**config.mk**
```make
export PLATFORM = sky130hd
export DESIGN_NAME = fmvt_merge
export DESIGN_NICKNAME = d
export VERILOG_FILES = /design/src/design/fmvt_pkg.sv /design/src/design/fmvt_merge.sv
export SDC_FILE = /design/constraint.sdc
export NUM_CORES = 1
export LEC_CHECK = 0
export BUFFER_PORTS_ARGS = -buffer_cell sky130_fd_sc_hd__buf_2
export CAP_MARGIN = 40
export CORE_AREA = 2 2 247 249
export DETAILED_ROUTE_END_ITERATION = 6
export DIE_AREA = 0 0 249 251
export SLEW_MARGIN = 20
export SYNTH_ARGS = -nofsm -noshare
export SYNTH_HDL_FRONTEND = slang
export SYNTH_SLANG_ARGS = --single-unit
```
**constraint.sdc**
```tcl
create_clock -name clk_i -period 3.75 [get_ports clk_i]
set_clock_uncertainty 0.15 [all_clocks]
set_input_delay 1.125 -clock clk_i [delete_from_list [all_inputs] [get_ports clk_i]]
set_output_delay 1.125 -clock clk_i [all_outputs]
set_load 0.05 [all_outputs]
```
**src/design/fmvt_pkg.sv**
```systemverilog
// ----------------------------------------------------------------------------
// fmvt_pkg: shared types and constants for the Q16.16 4x4 transform unit
// Word layouts, operation codes and the stage-enable bundle used by the lanes.
// ----------------------------------------------------------------------------
`default_nettype none

package fmvt_pkg;

  localparam int unsigned Dim      = 4;
  localparam int unsigned Entries  = Dim * Dim;
  localparam int unsigned IdxW     = $clog2(Entries);
  localparam int unsigned ElemW    = 32;
  localparam int unsigned AccW     = 64;
  localparam int unsigned FracBits = 16;

  typedef logic signed [ElemW-1:0] elem_t;
  typedef logic signed [AccW-1:0]  acc_t;

  typedef enum logic {
    OpLoad      = 1'b0,
    OpTransform = 1'b1
  } op_e;

  typedef struct packed {
    op_e             operation;
    logic [IdxW-1:0] entry_index;
    elem_t           entry_value;
    elem_t           vec_x;
    elem_t           vec_y;
    elem_t           vec_z;
    elem_t           vec_w;
  } in_t;

  typedef struct packed {
    elem_t result_x;
    elem_t result_y;
    elem_t result_z;
    elem_t result_w;
  } out_t;

  // Load enables for the two register stages inside each lane.
  typedef struct packed {
    logic prod;
    logic pair;
  } stage_en_t;

endpackage

`default_nettype wire

```
**src/design/fmvt_merge.sv**
```systemverilog
// ----------------------------------------------------------------------------
// fmvt_merge: final column add, fraction shift and output register
// Finishes each lane's sum, drops the fraction bits and packs the result word.
// ----------------------------------------------------------------------------
`default_nettype none

module fmvt_merge (
  input  wire logic            clk_i,
  input  wire logic            en_i,
  input  wire fmvt_pkg::acc_t  pair_i [fmvt_pkg::Dim][2],
  output fmvt_pkg::out_t       res_o
);

  fmvt_pkg::acc_t  sum   [fmvt_pkg::Dim];
  fmvt_pkg::elem_t comp  [fmvt_pkg::Dim];
  fmvt_pkg::out_t  res_d;
  fmvt_pkg::out_t  res_q;

  // An arithmetic shift followed by truncation to 32 bits is just a window
  // into the 64-bit sum starting at the binary point.
  always_comb begin
    for (int c = 0; c < fmvt_pkg::Dim; c++) begin
      sum[c]  = pair_i[c][0] + pair_i[c][1];
      comp[c] = sum[c][fmvt_pkg::FracBits +: fmvt_pkg::ElemW];
    end
    res_d.result_x = comp[0];
    res_d.result_y = comp[1];
    res_d.result_z = comp[2];
    res_d.result_w = comp[3];
  end

  always_ff @(posedge clk_i) begin
    if (en_i) begin
      res_q <= res_d;
    end
  end

  assign res_o = res_q;

endmodule

`default_nettype wire

```
==> results of run 1 <==
[final timing paths]
kind	from	endpoint	slack (ns)	cells past startpoint
setup / recovery	pair_i[386]	res_o[120]$_DFFE_PP_	0.08	15
hold / removal	pair_i[47]	res_o[31]$_DFFE_PP_	0.89	3
[cells in the final DEF, fill, tap and decap left out, drive strengths merged, types with 6 or more instances in the layout]
master  netlist  final
clkbuf       11     17
a41oi         6      6
o21ai        66     66
o21bai       16     16
a31oi        16     16
o31ai         8      8
a211oi       10     10
inv          35     38
edfxtp      128    128
a21oi       145    145
nand3        36     36
xnor2        79     79
nand2        67     67
a211o         7      7
nor2         68     68
and3         13     13
xor2         44     44
nand2b       11     11
ha          184    184
a31o          6      6
buf           0    689
o21a         11     11
a21boi        7      7
a21o         73     73
nor2b        18     18
nor3         24     24
nand4        31     31
[layout make-up]
type	instances	area, µm²	area share
antenna	5	12.5	0.000744
clock buffer	17	425	0.0253
clock inverter	14	116	0.00692
inverter	35	131	0.00781
multi-input combinational	996	7390	0.440
sequential	128	3840	0.228
tap	782	978	0.0582
timing repair buffer	689	3920	0.233
[stage by stage]
| stage | std cells | utilization |
|---|---|---|
| final | 2666 | 0.281 |
| after global routing | 2663 | 0.281 |
| after CTS | 2659 | 0.281 |
| after detailed placement | 2628 | 0.271 |
| after global placement | 2628 | 0.271 |
| after floorplan | 1170 | - |
[where the power goes]
group          internal [mW]  switching [mW]
Combinational           1.08            1.94
Clock                  0.900           0.728
Sequential              1.90          0.0731
[cell families after synthesis]
logic type,after synthesis,synth area share
AO/OA/AOI/OAI,404,0.229
flip-flops,128,0.337
buffers and inverters,46,0.0152
AND/OR/NAND/NOR,285,0.122
adder cells (fa/ha/maj),184,0.202
XOR/XNOR,123,0.0946
[metal layers]
| layer | vias to the layer above | wire length [µm] | track usage |
|---|---|---|---|
| li1 | 5901 | - | - |
| met1 | 5487 | 18300 | 0.159 |
| met2 | 476 | 21300 | 0.239 |
| met3 | 75 | 3760 | 0.0483 |
| met4 | 8 | 1670 | 0.0658 |
| met5 | - | 46 | 0 |
[timing repair]
item                                    4_1_cts  5_1_grt
hold buffers                                  0        0
endpoints found under the setup margin        0       14
gates resized for setup                       0        5
hold endpoints to repair                      0        0
setup buffers                                 0        2
==> results.md, run 1 <==
* Outcome: complete, no violations
* Fraction of registers with async set/reset at 0
* Final Cycle Share at 0.979
* PnR Total Power at 6.62 mW
* Detailed Place HPWL at 39.0 mm
* Crit path arrival time at 3.74 ns
* Final WL at 45.1 mm
* CP max stage cell: o31ai_1
* Setup CP Type: input port to flip-flop
* Crit-path cells: buf_2 > ha_1 > a21oi_1 > a21oi_1 > o2111ai_1 > a211oi_2 > o211ai_1 > buf_4 > a211oi_2 > buf_4 > buf_4 > o31ai_1 > nand3b_1 > a31oi_1 > xnor2_1
* Row count at 90
* Pleak at 8.05 nW
* Initial antenna violation count at 8
* Hold Crit Class: input port to flip-flop
* Yosys top cell area share at 0.337
* Routability cong. at 0.999
* Post-placement cell area at 16200 µm²
* Die X at 249 µm
* Die area at 62500 µm²
* Slew Limit Fails at 0
* Die height at 251 µm
* Via/cell ratio at 4.48
* Total iterations of the first detailed-routing run at 5
* Pre-CTS setup slack at -0.435 ns
* Hold WS at 0.890 ns
* Starting Density at 0.190
* Post-synth EDFFs at 128
* TritonCTS Sinks at 128
* Worst vdd ir at 0.350 mV
* Tmin final at 3.67 ns
* Clk pin slew, worst setup/hold paths at 0.07 ns
* Fillers at 6411
* Worst slew pin tran at 0.570 ns
* Share of cells above drive strength 1 at 0.393
* Crit path top cell by count: buf_4
* Max reg flops at 128
* Via count at 11900
* Num CTS Buffers at 17
* GRT Util Overall at 0.141
* PortBufs at 513
* Clk buf depth at 2
* Maxcap violations at 0
* Max Fanout on Critical Path at 2
* Max stage delay on crit path at 0.32 ns
* Yosys reg bits at 128
* Synth Warn # at 0
* CP required at 3.82 ns
* First-pass GRT wire length at 67.6 mm
* Pwr Density at 394 nW/µm²
* Critical path's top delay family: compound AO/OA/AOI/OAI gates
* IO Pins at 642
* Setup TNS at 0 ns
* Design Area, Final at 16800 µm²
* Worst Setup Start Kind: input port
* Mapped Area at 11400 µm²
* # H-tree levels at 4
* Worst slew margin at 0.615
* WP buf/inv at 4
* Count leader, synth: ha_1
* Synth Flop Type: edfxtp_1
* 1st-iter DRT viols at 595
* Largest net degree at the start of global routing at 69
* Endpoints failing hold at 0
* CTS tree: yes
* DRC at 0
* Post-synth cell types at 63
* Core ar. at 59800 µm²
* Post-route ant nets at 0
* Top cells by area, synth: edfxtp_1 34%, ha_1 20%, a21oi_1 6.3%, xnor2_1 6.1%, a21o_1 4.8%
* P&R area growth vs syn at 47.7%
* Post-synth top cells: 184 x ha_1, 144 x a21oi_1, 128 x edfxtp_1
* Max Freq at 0.272 GHz
* Final worst slack at 0.0777 ns
* Number of cells produced by synthesis at 1170
* Mean Syn Cell Area at 9.73 µm²
* Post-synth net total at 1868
* CTS Root Buffer Type: clkbuf_16
* CP Capture Type: flip-flop
* Sequential area share after synthesis at 0.337
* Area leader, netlist: edfxtp_1
* Count of final setup violators at 0
* Wire per inst at 16.9 µm
* Vias in the first global route at 12200
* Overflow after GRT at 0
* Final #Nets at 2565
No activity file was read; power rests on OpenSTA's default activity.
==> run 2: changes to the inputs <==
==> constraint.sdc (replaced) <==
create_clock -name clk_i -period 3.85 [get_ports clk_i]
set_clock_uncertainty 0.15 [all_clocks]
set_input_delay 1.155 -clock clk_i [delete_from_list [all_inputs] [get_ports clk_i]]
set_output_delay 1.155 -clock clk_i [all_outputs]
set_load 0.05 [all_outputs]
==> results.md, run 2 (synthesized netlist as in run 1, its figures left out) <==
* Most common cell after layout, fill and taps aside: buf_2
* Pre-CTS setup slack at -0.437 ns (-0.00169 ns)
* Via/cell ratio at 4.54 (+1.4%)
* Die X at 249 µm (unchanged)
* Wire per inst at 17.3 µm (+2.2%)
* Tmin final at 3.73 ns
* Pleak at 7.91 nW (-1.7%)
* Crit-path cells: buf_2 > ha_1 > nand4_1 > a21oi_1 > o2111ai_1 > a211oi_2 > o211ai_1 > a211oi_2 > nor3_2 > o31ai_2 > a41oi_1 > xnor2_1
* CP required at 3.93 ns (+0.11 ns)
* # H-tree levels at 4 (unchanged)
* CTS tree: yes
* Worst Setup Start Kind: input port
* Post-CTS setup buffer count at 0 (unchanged)
* Max Fanout on Critical Path at 4 (+2)
* IO Pins at 642 (unchanged)
* Hold Crit Class: input port to flip-flop
* Endpoints failing hold at 0 (unchanged)
* GRT Util Overall at 0.144 (+0.00244)
* Slew Limit Fails at 0 (unchanged)
* Share of cells above drive strength 1 at 0.384 (-0.00844)
* TritonCTS Sinks at 128 (unchanged)
* Routability cong. at 0.971 (-2.8%)
* Crit path arrival time at 3.82 ns (+0.08 ns)
* Overflow after GRT at 0 (unchanged)
* CTS resizes at 0 (unchanged)
* CP Launch Point: pair_i[386]
* CTS Hold Buffers Added at 0 (unchanged)
* Die height at 251 µm (unchanged)
* Num CTS Buffers at 17 (unchanged)
* Max Freq at 0.268 GHz
* Worst slew pin tran at 0.619 ns (+0.0490 ns)
* Initial antenna violation count at 8 (unchanged)
* Outcome: complete, no violations
* Final #Nets at 2535 (-1.2%)
* 1st-iter DRT viols at 593 (-0.34%)
* Setup TNS at 0 ns (unchanged)
* Die area at 62500 µm² (unchanged)
* Starting Density at 0.190 (unchanged)
* CP max stage cell: a211oi_2
* CP Capture Type: flip-flop
* RSZ-0062 raised after global routing: no
* Setup CP Type: input port to flip-flop
* CTS Root Buffer Type: clkbuf_16
* Commonest cells after routing, fill and taps aside: 512 x buf_2, 184 x ha_1, 144 x buf_4
* Maxcap violations at 0 (unchanged)
* Max stage delay on crit path at 0.41 ns (+0.09 ns)
* Clk pin slew, worst setup/hold paths at 0.07 ns (about the same)
* Clk buf depth at 2 (unchanged)
* PortBufs at 513 (unchanged)
* P&R area growth vs syn at 45.8%
* Crit path top cell by count: a211oi_2
* Core ar. at 59800 µm² (unchanged)
* Largest net degree at the start of global routing at 51 (-26%)
* Via count at 12000 (+0.15%)
* Count of final setup violators at 0 (unchanged)
* Worst slew margin at 0.587 (-0.0279)
* DRC at 0 (unchanged)
* Max reg flops at 128 (unchanged)
* Pwr Density at 388 nW/µm² (-1.4%)
* PnR Total Power at 6.45 mW (-2.7%)
* Post-route ant nets at 0 (unchanged)
* Final worst slack at 0.115 ns (+0.0376 ns)
* Worst vdd ir at 0.357 mV (+1.9%)
* Startpoint of the worst hold path: pair_i[431]
* Total iterations of the first detailed-routing run at 5 (unchanged)
* Vias in the first global route at 12200 (-0.033%)
* Detailed Place HPWL at 39.0 mm (+0.17%)
* Row count at 90 (unchanged)
* Final Cycle Share at 0.970
* First-pass GRT wire length at 68.3 mm (+0.95%)
* Final WL at 45.6 mm (+1.0%)
run 2: cell count changes in the layout (fill, tap and decap cells not counted), sizes merged:
cell,change
buf,-30
clkinvlp,-2
inv,+4
diode,-3
bufinv,-1
run 2: worst paths after layout:
kind | slack [ns] | cells after the start | to
worst max-delay path | 0.12 | 12 | res_o[126]$_DFFE_PP_
worst min-delay path | 0.92 | 3 | res_o[127]$_DFFE_PP_
run 2: layer usage:
metal | vias to the layer above | GRT usage | share of wire
met4 | 12 | 0.0625 | 0.031
met5 | - | 0 | 0.0017
li1 | 5842 | - | -
met2 | 495 | 0.243 | 0.47
met1 | 5553 | 0.164 | 0.41
met3 | 63 | 0.0495 | 0.081
run 2: per-stage QoR:
stage / utilization / instance area (µm²) / hold WS (ns) / instances
2_1_floorplan: - / 11400 / 1.12 / 1170
3_3_place_gp: 0.268 / 16000 / 1.39 / 2600
3_5_place_dp: 0.268 / 16000 / 1.40 / 2600
4_1_cts: 0.277 / 16600 / 0.864 / 2632
5_1_grt: 0.278 / 16600 / 0.920 / 2634
6_report: 0.278 / 16600 / 0.916 / 2634
run 2: report_power, final:
group / switching, mW / leakage [nW] / total [mW] / internal, mW
Sequential: 0.0725 / 1.25 / 1.92 / 1.85
Combinational: 1.88 / 6.39 / 2.91 / 1.03
Clock: 0.772 / 0.264 / 1.61 / 0.839
Total: 2.73 / 7.91 / 6.45 / 3.72
run 2: area by class of cell:
type | count | area [µm²]
Antenna cell | 2 | 5.00
Tap cell | 782 | 978
Fill cell | 6383 | 43200
Multi-Input combinational cell | 996 | 7400
Clock inverter | 15 | 126
Inverter | 35 | 131
Clock buffer | 17 | 425
Timing Repair Buffer | 659 | 3690
Sequential cell | 128 | 3840
run 2: worst max-delay path, delay by kind of cell:
kind	cells	cell delay, ns
compound gates	7	1.84
fa+ha+maj	1	0.30
xor+xnor	1	0.16
buf+inv	1	0.13
simple gates	2	0.22
